**src/rtl/xo256ss_pkg.sv**
```systemverilog
`timescale 1ns / 1ps
`default_nettype none

package xo256ss_pkg;

  localparam int WORD_W = 64;
  localparam int HALF_W = WORD_W / 2;

  typedef logic [WORD_W-1:0] word_t;
  typedef logic [HALF_W-1:0] half_t;

  // Request into the shared multiplier; operands are sampled on start.
  typedef struct packed {
    logic  start;
    word_t a;
    word_t b;
  } mul_req_t;

  typedef struct packed {
    logic  done;
    word_t prod;
  } mul_rsp_t;

  localparam logic MODE_NEXT = 1'b0;
  localparam logic MODE_SEED = 1'b1;

  localparam word_t MIX_START  = 64'h243F6A8885A308D3;
  localparam word_t GOLDEN_INC = 64'h9E3779B97F4A7C15;
  localparam word_t SM_MUL_A   = 64'hBF58476D1CE4E5B9;
  localparam word_t SM_MUL_B   = 64'h94D049BB133111EB;
  localparam word_t FALLBACK_0 = 64'h9E3779B97F4A7C15;
  localparam word_t FALLBACK_1 = 64'hD1B54A32D192ED03;
  localparam word_t FALLBACK_2 = 64'h85E1C3D753D46D27;
  localparam word_t FALLBACK_3 = 64'h94D049BB133111EB;

  localparam int ROT_OUT   = 7;
  localparam int ROT_STATE = 45;
  localparam int SHL_T     = 17;

  function automatic word_t rotl(input word_t v, input int k);
    rotl = (v << k) | (v >> (WORD_W - k));
  endfunction

endpackage

`default_nettype wire

```
**src/rtl/xo256ss_if.sv**
```systemverilog
`timescale 1ns / 1ps
`default_nettype none

interface xo256ss_in_if import xo256ss_pkg::*; ();
  logic  valid;
  logic  ready;
  logic  mode;
  word_t entropy_word_0;
  word_t entropy_word_1;
  word_t entropy_word_2;
  word_t entropy_word_3;

  modport source (
    output valid, mode, entropy_word_0, entropy_word_1, entropy_word_2, entropy_word_3,
    input  ready
  );
  modport sink (
    input  valid, mode, entropy_word_0, entropy_word_1, entropy_word_2, entropy_word_3,
    output ready
  );
endinterface

interface xo256ss_out_if import xo256ss_pkg::*; ();
  logic  valid;
  logic  ready;
  word_t random_word;

  modport source (output valid, random_word, input ready);
  modport sink (input valid, random_word, output ready);
endinterface

`default_nettype wire

```
**src/rtl/xoshiro256ss_prng_with_seeding_unit.sv**
```systemverilog
`timescale 1ns / 1ps
`default_nettype none

// xoshiro256** generator with SplitMix64 seeding.
// req carries mode and four entropy words. mode = 0 asks for the next random
// word; mode = 1 reseeds the 256-bit state from the entropy words and gives no
// result. rsp carries random_word, held in an output register until taken.
// Next item: the state advance is registered at the transfer on req; the output
// scramble follows in S_NXT, which holds until the output register is free. req
// is ready again as the result enters the output register, and not before.
// Seed item: each entropy word goes through a mixing step and then two 64-bit
// products in turn on the one shared 32x32 multiplier, and a final all-zero
// check follows the fourth word; req is ready again only after that check.
// Reset loads the four fallback constants into the state and clears rsp.valid.
// If rsp stalls, a finished word waits in the output register; a further next
// item is taken but holds in its finish cycle until the register frees up.
// Seed items run on while a word waits.
module xoshiro256ss_prng_with_seeding_unit import xo256ss_pkg::*; (
  input  logic       clk,
  input  logic       rst,
  xo256ss_in_if.sink    req,
  xo256ss_out_if.source rsp
);

  localparam logic [2:0] S_IDLE = 3'd0;
  localparam logic [2:0] S_NXT  = 3'd1;
  localparam logic [2:0] S_MIX  = 3'd2;
  localparam logic [2:0] S_MULA = 3'd3;
  localparam logic [2:0] S_MULB = 3'd4;
  localparam logic [2:0] S_CHK  = 3'd5;

  logic [2:0] state;
  word_t      st [4];
  word_t      ent [4];
  word_t      mixer;
  word_t      p5;
  logic [1:0] idx;
  logic       nz;
  logic       out_valid;
  word_t      out_word;
  logic       out_free;

  mul_req_t   mreq;
  mul_rsp_t   mrsp;

  word_t      mix_new;
  word_t      z1;
  word_t      z2;
  word_t      z3;
  word_t      t17;
  word_t      n0;
  word_t      n1;
  word_t      n2;
  word_t      n3;
  word_t      rw;
  word_t      rw9;

  xo256ss_mul u_mul (
    .clk (clk),
    .rst (rst),
    .req (mreq),
    .rsp (mrsp)
  );

  always_comb begin
    mix_new = (mixer ^ ent[0]) + GOLDEN_INC;
    z1      = mix_new ^ (mix_new >> 30);
    z2      = mrsp.prod ^ (mrsp.prod >> 27);
    z3      = mrsp.prod ^ (mrsp.prod >> 31);

    mreq.start = (state == S_MIX) || ((state == S_MULA) && mrsp.done);
    mreq.a     = (state == S_MIX) ? z1 : z2;
    mreq.b     = (state == S_MIX) ? SM_MUL_A : SM_MUL_B;

    // xoshiro256 state advance
    t17 = st[1] << SHL_T;
    n2  = st[2] ^ st[0];
    n3  = st[3] ^ st[1];
    n1  = st[1] ^ n2;
    n0  = st[0] ^ n3;

    rw  = rotl(p5, ROT_OUT);
    rw9 = rw + (rw << 3);

    out_free = !out_valid || rsp.ready;
  end

  assign req.ready       = (state == S_IDLE);
  assign rsp.valid       = out_valid;
  assign rsp.random_word = out_word;

  always_ff @(posedge clk) begin
    if (rst) begin
      state     <= S_IDLE;
      out_valid <= 1'b0;
      st[0]     <= FALLBACK_0;
      st[1]     <= FALLBACK_1;
      st[2]     <= FALLBACK_2;
      st[3]     <= FALLBACK_3;
    end else begin
      // in the finish cycle the case below owns the output register
      if (out_valid && rsp.ready && (state != S_NXT)) begin
        out_valid <= 1'b0;
      end
      unique case (state)
        S_IDLE: begin
          if (req.valid) begin
            if (req.mode == MODE_SEED) begin
              ent[0] <= req.entropy_word_0;
              ent[1] <= req.entropy_word_1;
              ent[2] <= req.entropy_word_2;
              ent[3] <= req.entropy_word_3;
              mixer  <= MIX_START;
              idx    <= 2'd0;
              nz     <= 1'b0;
              state  <= S_MIX;
            end else begin
              p5    <= st[1] + (st[1] << 2);
              st[0] <= n0;
              st[1] <= n1;
              st[2] <= n2 ^ t17;
              st[3] <= rotl(n3, ROT_STATE);
              state <= S_NXT;
            end
          end
        end
        S_NXT: begin
          // hold until the output register frees up
          if (out_free) begin
            out_word  <= rw9;
            out_valid <= 1'b1;
            state     <= S_IDLE;
          end
        end
        S_MIX: begin
          mixer <= mix_new;
          state <= S_MULA;
        end
        S_MULA: begin
          if (mrsp.done) begin
            state <= S_MULB;
          end
        end
        S_MULB: begin
          if (mrsp.done) begin
            st[idx] <= z3;
            nz      <= nz | (|z3);
            ent[0]  <= ent[1];
            ent[1]  <= ent[2];
            ent[2]  <= ent[3];
            idx     <= idx + 2'd1;
            state   <= (idx == 2'd3) ? S_CHK : S_MIX;
          end
        end
        S_CHK: begin
          if (!nz) begin
            st[0] <= FALLBACK_0;
            st[1] <= FALLBACK_1;
            st[2] <= FALLBACK_2;
            st[3] <= FALLBACK_3;
          end
          state <= S_IDLE;
        end
        default: begin
          state <= S_IDLE;
        end
      endcase
    end
  end

  a_mul_done_in_seed: assert property (@(posedge clk) disable iff (rst)
    mrsp.done |-> (state == S_MULA || state == S_MULB))
    else $error("multiplier finished outside a seeding step");

  a_out_from_next: assert property (@(posedge clk) disable iff (rst)
    $rose(out_valid) |-> $past(state) == S_NXT)
    else $error("result appeared without a next item");

  a_state_nonzero: assert property (@(posedge clk) disable iff (rst)
    (state == S_IDLE) |-> ((st[0] | st[1] | st[2] | st[3]) != '0))
    else $error("generator state is all zero while idle");

endmodule

`default_nettype wire

```
**src/rtl/xo256ss_mul.sv**
```systemverilog
`timescale 1ns / 1ps
`default_nettype none

// 64x64 -> low 64 bits, one 32x32 partial product per cycle.
module xo256ss_mul import xo256ss_pkg::*; (
  input  logic     clk,
  input  logic     rst,
  input  mul_req_t req,
  output mul_rsp_t rsp
);

  localparam logic [1:0] LAST_STEP = 2'd2;

  word_t      a;
  word_t      b;
  word_t      acc;
  logic [1:0] step;
  logic       busy;
  logic       done;
  half_t      op_x;
  half_t      op_y;
  word_t      pp;

  always_comb begin
    case (step)
      2'd0: begin
        op_x = a[HALF_W-1:0];
        op_y = b[HALF_W-1:0];
      end
      2'd1: begin
        op_x = a[HALF_W-1:0];
        op_y = b[WORD_W-1:HALF_W];
      end
      default: begin
        op_x = a[WORD_W-1:HALF_W];
        op_y = b[HALF_W-1:0];
      end
    endcase
    pp = {{HALF_W{1'b0}}, op_x} * {{HALF_W{1'b0}}, op_y};
  end

  always_ff @(posedge clk) begin
    if (rst) begin
      busy <= 1'b0;
      done <= 1'b0;
      step <= 2'd0;
    end else begin
      done <= 1'b0;
      if (req.start) begin
        a    <= req.a;
        b    <= req.b;
        step <= 2'd0;
        busy <= 1'b1;
      end else if (busy) begin
        if (step == 2'd0) begin
          acc <= pp;
        end else begin
          // cross terms only reach the upper half
          acc <= {acc[WORD_W-1:HALF_W] + pp[HALF_W-1:0], acc[HALF_W-1:0]};
        end
        if (step == LAST_STEP) begin
          busy <= 1'b0;
          done <= 1'b1;
        end
        step <= step + 2'd1;
      end
    end
  end

  assign rsp.done = done;
  assign rsp.prod = acc;

endmodule

`default_nettype wire

```
**src/flat_wrapper.sv**
```systemverilog
// flat-port wrapper written by rule: the top's interface ports become plain ports
module xoshiro256ss_prng_with_seeding_unit_flat import xo256ss_pkg::*;
  (clk, rst, req_valid, req_mode, req_entropy_word_0, req_entropy_word_1, req_entropy_word_2, req_entropy_word_3, req_ready, rsp_valid, rsp_random_word, rsp_ready);
  xo256ss_in_if req_i ();
  xo256ss_out_if rsp_i ();
  input  logic clk;
  input  logic rst;
  input wire logic [$bits(req_i.valid)-1:0] req_valid;
  input wire logic [$bits(req_i.mode)-1:0] req_mode;
  input wire logic [$bits(req_i.entropy_word_0)-1:0] req_entropy_word_0;
  input wire logic [$bits(req_i.entropy_word_1)-1:0] req_entropy_word_1;
  input wire logic [$bits(req_i.entropy_word_2)-1:0] req_entropy_word_2;
  input wire logic [$bits(req_i.entropy_word_3)-1:0] req_entropy_word_3;
  output wire logic [$bits(req_i.ready)-1:0] req_ready;
  output wire logic [$bits(rsp_i.valid)-1:0] rsp_valid;
  output wire logic [$bits(rsp_i.random_word)-1:0] rsp_random_word;
  input wire logic [$bits(rsp_i.ready)-1:0] rsp_ready;
  assign req_i.valid = req_valid;
  assign req_i.mode = req_mode;
  assign req_i.entropy_word_0 = req_entropy_word_0;
  assign req_i.entropy_word_1 = req_entropy_word_1;
  assign req_i.entropy_word_2 = req_entropy_word_2;
  assign req_i.entropy_word_3 = req_entropy_word_3;
  assign req_ready = req_i.ready;
  assign rsp_valid = rsp_i.valid;
  assign rsp_random_word = rsp_i.random_word;
  assign rsp_i.ready = rsp_ready;
  xoshiro256ss_prng_with_seeding_unit u_core (.clk(clk), .rst(rst), .req(req_i), .rsp(rsp_i));
endmodule
```
**config.mk**
```make
export PLATFORM = sky130hd
export DESIGN_NAME = xoshiro256ss_prng_with_seeding_unit_flat
export DESIGN_NICKNAME = d
export VERILOG_FILES = /design/src/rtl/xo256ss_pkg.sv /design/src/rtl/xo256ss_if.sv /design/src/rtl/xoshiro256ss_prng_with_seeding_unit.sv /design/src/rtl/xo256ss_mul.sv /design/src/flat_wrapper.sv
export SDC_FILE = /design/constraint.sdc
export NUM_CORES = 2
export LEC_CHECK = 0
export ABC_AREA = 1
export BUFFER_PORTS_ARGS = -buffer_cell sky130_fd_sc_hd__buf_2
export CAP_MARGIN = 20
export CORE_ASPECT_RATIO = 1.5
export CORE_MARGIN = 2
export CORE_UTILIZATION = 37
export CTS_CLUSTER_DIAMETER = 60
export DETAILED_ROUTE_END_ITERATION = 12
export PLACE_DENSITY = 0.52
export REMOVE_ABC_BUFFERS = 1
export SYNTH_ARGS = -nofsm -noshare
export SYNTH_HDL_FRONTEND = slang
export SYNTH_SLANG_ARGS = --single-unit
```
**constraint.sdc**
```tcl
create_clock -name clk -period 41.4 [get_ports clk]
set_clock_uncertainty 0.05 [all_clocks]
set_input_delay 2.07 -clock clk [delete_from_list [all_inputs] [get_ports clk]]
set_output_delay 2.07 -clock clk [all_outputs]
set_load 0.01 [all_outputs]
```
[Word level (Yosys, flattened, before mapping)]
Memory sizes are Yosys's and may differ from the RTL's.
Index checks and enable logic that the tools add are counted.
W data, S select, Z words.
Storage, ports and cells
  bits in registers: 395
  latch bits: 0
  bits in writable memories: 512
  bits in read-only memories: 0
  input port bits: 261
  output and inout port bits: 66
  logic and storage cells: 151
  memories kept: 2
Memories
  u_core.ent: words 4, bits a word 64, read ports 4, clocked after memory_dff 0, write ports 4, RTL line xoshiro256ss_prng_with_seeding_unit.sv:34  | word_t ent [4];
  u_core.st: words 4, bits a word 64, read ports 4, clocked after memory_dff 0, write ports 4, RTL line xoshiro256ss_prng_with_seeding_unit.sv:33  | word_t st [4];
Cells by class
  add/sub/neg operators: 6
  multipliers: 1
  div/mod/pow operators: 0
  $lt $le $gt $ge: 0
  equality and inequality tests: 14
  shift operators: 0
  muxes and demuxes: 64
  bitwise operators: 27
  reduce and logical (&&, ||, !) cells: 23
Operators with widths (count)
  $mux W64: 16
  $xor A64 B64 Y64: 6
  $add A64 B64 Y64: 2
  $pmux W64 S2: 1
  $reduce_or A64 Y1: 2
  $add A64 B64 Y64 const B: 1
  $mul A32 B32 Y64: 1
  $mux W32: 2
  $or A64 B45 Y64: 1
  $or A64 B7 Y64: 1
  $xor A64 B33 Y64: 1
  $xor A64 B34 Y64: 1
  $xor A64 B37 Y64: 1
  $mux W62: 1
  $add A32 B32 Y32: 1
  $mux W1: 31
  $reduce_and A4 Y1: 4
  $mux W3: 5
  $pmux W3 S5: 1
  $or A1 B1 Y1: 12
  $mux W2: 5
  $ne A2 B2 Y1 const B: 4
  $eq A3 B2 Y1 const B: 2
  $eq A3 B3 Y1 const B: 2
  20 further kinds: 31

[Depth between registers and ports, before layout]
  depth in word-level cells: 8
  depth in mapped cells: 48
  gate-level depth less buffers: 46

[Hierarchy]
From an unflattened synthesis, not the netlist that was laid out.
Unflattened totals
  cell total of the unflattened synthesis: 10203
  area, all modules: 86955.9 µm²
Modules (own cells, without submodules)
  xoshiro256ss_prng_with_seeding_unit: times used 1, cells each 5276, area an instance 44497.7 µm², sequential area each 21310.4 µm²
  xo256ss_mul: times used 1, cells each 4927, area an instance 42458.2 µm², sequential area each 5845.6 µm²

[Worst setup path after synthesis]
No wires, ideal clock.
  kind: input-to-reg
  from: input port rst
  to: memory u_core.ent[0][0] (netlist bit), enable pin
  setup time: 1.009 ns
  arrival time: 15.836 ns
  data required time: 40.341 ns
  slack: 24.504 ns
  stages on the path: 4
  buffers on the path: 1
  path through: buf_2 inv_1 nand2_1 o21ai_0
RTL lines
  start: declaration: RTL line flat_wrapper.sv:7  | input logic rst;
  end: declaration: RTL line xoshiro256ss_prng_with_seeding_unit.sv:34

[Worst setup path after layout]
  from: register u_core.u_mul.step[0]
  to: register u_core.u_mul.acc[63] (data pin)
On the way
  longest elaborated chain between the ends: 6
  elaborated cells between the ends (all ways): 8
  those cells by class: add/sub: 1; mul: 1; eq/ne: 1; mux: 3; reduce/logical: 2
RTL lines
  start: declaration: RTL line xo256ss_mul.sv:17  | logic [1:0] step;
  start signal: assignment: RTL line xo256ss_mul.sv:65  | step <= step + 2'd1;
  $eq A2 B1 Y1 or $logic_not A2 Y1 (tied branches): RTL line xo256ss_mul.sv:25  | case (step)
  $reduce_or A2 Y1 (no source line)
  $mux W32: RTL line xo256ss_mul.sv:25
  $mul A32 B32 Y64 (*): RTL line xo256ss_mul.sv:39  | pp = {{HALF_W{1'b0}}, op_x} * {{HALF_W{1'b0}}, op_y};
  named net u_core.u_mul.pp[30]: RTL line xo256ss_mul.sv:22  | word_t pp;
  $add A32 B32 Y32 (*): RTL line xo256ss_mul.sv:59  | acc <= {acc[WORD_W-1:HALF_W] + pp[HALF_W-1:0], acc[HALF_W-1:0]};
  $mux W64 (*): RTL line xo256ss_mul.sv:55  | if (step == 2'd0) begin
  end signal: assignment: RTL line xo256ss_mul.sv:56  | acc <= pp;
  end signal: assignment: RTL line xo256ss_mul.sv:59
  end: declaration: RTL line xo256ss_mul.sv:16  | word_t acc;
Mark *: on every way through the listed nets, which the timed path passes. The rest lies on a longest branch.
A chain may end at the register's enable or synchronous reset.

==> qor.json <==
{
  "run_status": {"value": "finished clean"},
  "tns": {"value": 0, "unit": "ps"},
  "final_max_tran_viols": {"value": 0},
  "port-buffer-count": {"value": 326},
  "worst_hold_startpoint": {"value": "u_core.p5[57]"},
  "timing.final.hold_violations": {"value": 0},
  "synth.top_cells.by_area": {"value": "edfxtp_1, fa_1, nand2_1, inv_1, ha_1"},
  "detail-route-antenna-nets": {"value": 0},
  "wl_per_cell": {"value": 27.2, "unit": "um"},
  "avgSynthCellArea": {"value": 8.48, "unit": "sq um"},
  "timing_worst_slew_pin_value": {"value": 1210, "unit": "ps"},
  "overall_track_demand_over_capacity_in_global_routing": {"value": 31.1, "unit": "%"},
  "detail_route.drc_violations": {"value": 0},
  "fp.dieArea": {"value": 224000, "unit": "sq um"},
  "place_worst_setup_slack": {"value": 29760, "unit": "ps"},
  "finalCriticalPeriod": {"value": 11670, "unit": "ps"},
  "period_share": {"value": 28.2, "unit": "%"},
  "postSynth.asyncResetShare": {"value": 0, "unit": "%"},
  "worstHoldPathType": {"value": "flip-flop to flip-flop"},
  "die_height": {"value": 579, "unit": "um"},
  "setup.reg_to_reg.worst_slack": {"value": 29730, "unit": "ps"},
  "synthesis.area": {"value": 81500, "unit": "sq um"},
  "h-tree-depth": {"value": 3},
  "layout.core_utilization": {"value": 41.0, "unit": "%"},
  "synth_top_cell_area_share": {"value": 30.8, "unit": "%"},
  "worst-setup-path-type": {"value": "flip-flop to flip-flop"},
  "synth_seq_area_share": {"value": 31.0, "unit": "%"},
  "post_cts.resized_instances": {"value": 0},
  "clock-root-buffer": {"value": "clkbuf_16"},
  "antenna_violations_before_repair": {"value": 11},
  "max-slew-margin-rel": {"value": 19.2, "unit": "%"},
  "clk_path_buf_depth": {"value": 3},
  "yosys.area.top_type": {"value": "edfxtp_1"},
  "critical_path.slowest_cell": {"value": "o21ai_0"},
  "synth_ff_type": {"value": "edfxtp_1"},
  "drive_gt1_share": {"value": 6.45, "unit": "%"},
  "tritoncts_clock_tree": {"value": "yes"},
  "worstRegToRegCells": {"value": 38},
  "timing.final.setup_violations": {"value": 0},
  "worst-path-max-fanout": {"value": 43},
  "critPathRequiredTime": {"value": 41860, "unit": "ps"},
  "detailedRoute.firstIterationViolations": {"value": 5086},
  "yosys_warnings": {"value": 0},
  "cts-buffers-inserted": {"value": 96},
  "worstHoldPathCells": {"value": 0},
  "critical_path.startpoint_type": {"value": "flip-flop"},
  "row_count": {"value": 211},
  "detail_route.first_pass.iterations": {"value": 8},
  "synth_edf_count": {"value": 837},
  "grt_pass1_vias": {"value": 71800},
  "top_achievable_clock_speed": {"value": 85.7, "unit": "MHz"},
  "grt_max_degree": {"value": 193},
  "timing.critical_path.slowest_cell_delay": {"value": 900, "unit": "ps"},
  "globalRoute.totalOverflow": {"value": 0},
  "regToRegEndpoint": {"value": "u_core.u_mul.acc[63]"},
  "number_of_buffers_inserted_by_hold_repair_at_cts": {"value": 0},
  "holdWs": {"value": 409, "unit": "ps"},
  "route.final.wire_length": {"value": 351000, "unit": "um"},
  "finalWeightedCongestion": {"value": 1.01},
  "critical_path_arrival": {"value": 12130, "unit": "ps"},
  "cts_setup_buffers": {"value": 0},
  "nFillCells": {"value": 22500},
  "die_width": {"value": 387, "unit": "um"},
  "max_cap_viol_count": {"value": 0},
  "clk_pin_slew_worst_paths": {"value": 70, "unit": "ps"},
  "io-pin-count": {"value": 327},
  "hold_path_end": {"value": "u_core.rsp.random_word[0]"},
  "postSynthCellCount": {"value": 9613},
  "clock_sink_count": {"value": 845},
  "post-dp-hpwl": {"value": 289000, "unit": "um"},
  "setup.worst_path.end_class": {"value": "flip-flop"},
  "synth.distinct_cells": {"value": 47},
  "layout.nets": {"value": 11500},
  "coreArea": {"value": 220000, "unit": "sq um"},
  "via_per_inst": {"value": 5.26},
  "postSynthRegisterBits": {"value": 845},
  "layout_setup_ws": {"value": 29730, "unit": "ps"},
  "wire_length_of_the_first_global_routing_pass": {"value": 499000, "unit": "um"},
  "syn2layout_area_growth": {"value": 10.5, "unit": "%"},
  "via_count": {"value": 67800},
  "initial_core_utilization": {"value": 37.1, "unit": "%"},
  "clock_insertion_delay_at_the_later_pin_of_the_skew_report": {"value": 760, "unit": "ps"},
  "rsz0062_at_grt": {"value": "false"},
  "r2r-start": {"value": "u_core.u_mul.step[0]"}
}
==> layout make-up <==
cell class,instances,area (sq um),area share (%)
sequential,845,25300,28.1
antenna,6,15.0,0.0167
inverter,1783,6700,7.44
clock buffer,113,2470,2.74
tap,2875,3600,3.99
clock inverter,66,691,0.767
timing repair buffer,428,2460,2.73
multi-input combinational,6776,48900,54.2
==> worst max-delay path: cells and delay by family (launching register included) <==
family,cells,cell delay (ps)
and+or+nand+nor,13,1920
buffers and inverters,10,1930
AOI/OAI and AO/OA,3,1660
xor gates and xnor gates,1,250
DFF,1,350
adders and majority gates,11,5210
==> kinds of logic (layout without fill, tap and decap cells) <==
group,Yosys count,count (layout),synth area share (%)
other,0,6,0
XOR/XNOR,538,538,5.79
AO/OA/AOI/OAI,1098,1098,7.56
adder cells (fa/ha/maj),1313,1313,27.7
AND/OR/NAND/NOR,3827,3827,18.8
buffers and inverters,1992,2390,9.21
flip-flops,845,845,31.0
==> cell usage after synthesis (all sizes together), types with 58 or more instances <==
cell,count
inv,1780
a21oi,407
nand3,369
nor2,1002
a22oi,60
ha,498
nor3,58
clkbuf,174
xor2,325
edfxtp,837
fa,815
xnor2,213
o21ai,383
nand2,2269
==> stage by stage <==
stage / area (sq um) / instances
after floorplan: 80700 / 9404
after CTS: 90000 / 12900
after global placement: 86800 / 12700
after detailed placement: 86800 / 12700
final: 90100 / 12900
after global routing: 90100 / 12900
==> sequential cells by signal (all words and copies together) (netlist names) <==
signal	cells
u_core.ent	256
u_core.idx	2
u_core.mixer	64
u_core.nz	1
u_core.p5	64
u_core.rsp.random_word	64
u_core.rsp.valid	1
u_core.st	256
u_core.state	3
u_core.u_mul.a	64
u_core.u_mul.acc	64
u_core.u_mul.b	2
u_core.u_mul.busy	1
u_core.u_mul.done	1
u_core.u_mul.step	2
==> metal layers <==
layer	share of wire [%]	global-route usage, %	routed length [um]	vias to the layer above
met2	50	55.9	176000	2579
li1	-	-	-	31100
met4	10	26.4	36100	6
met5	0.012	0	41	-
met3	5.6	4.98	19600	964
met1	34	31.5	119000	33200
==> cell usage in the layout, fill, tap and decap left out, types with 98 or more instances in the layout <==
master    netlist  layout
ha_1          498     497
nor2_1        997     987
inv_1        1769    1764
fa_1          815     815
nand2_1      2269    2265
o21ai_0       372     353
edfxtp_1      837     837
a21oi_1       407     407
buf_4           0      98
xnor2_1       213     213
buf_2          22     326
nand3_1       369     369
xor2_1        324     324
==> how the worst max path moves through the flow <==
stage	from	end	depth (start not counted)
after global routing	u_core.u_mul.step[1]	u_core.u_mul.acc[63]	46
after global placement	u_core.u_mul.step[1]	u_core.u_mul.acc[63]	40
after CTS	u_core.u_mul.step[0]	u_core.u_mul.acc[63]	42
after detailed placement	u_core.u_mul.step[0]	u_core.u_mul.acc[63]	42
final	u_core.u_mul.step[0]	u_core.u_mul.acc[63]	38
after floorplan	rst	u_core.ent[0][0]	3
Power is left out: the tool's default activity adds up to more than one toggle a clock period on the data nets, which glitch-free logic cannot reach.
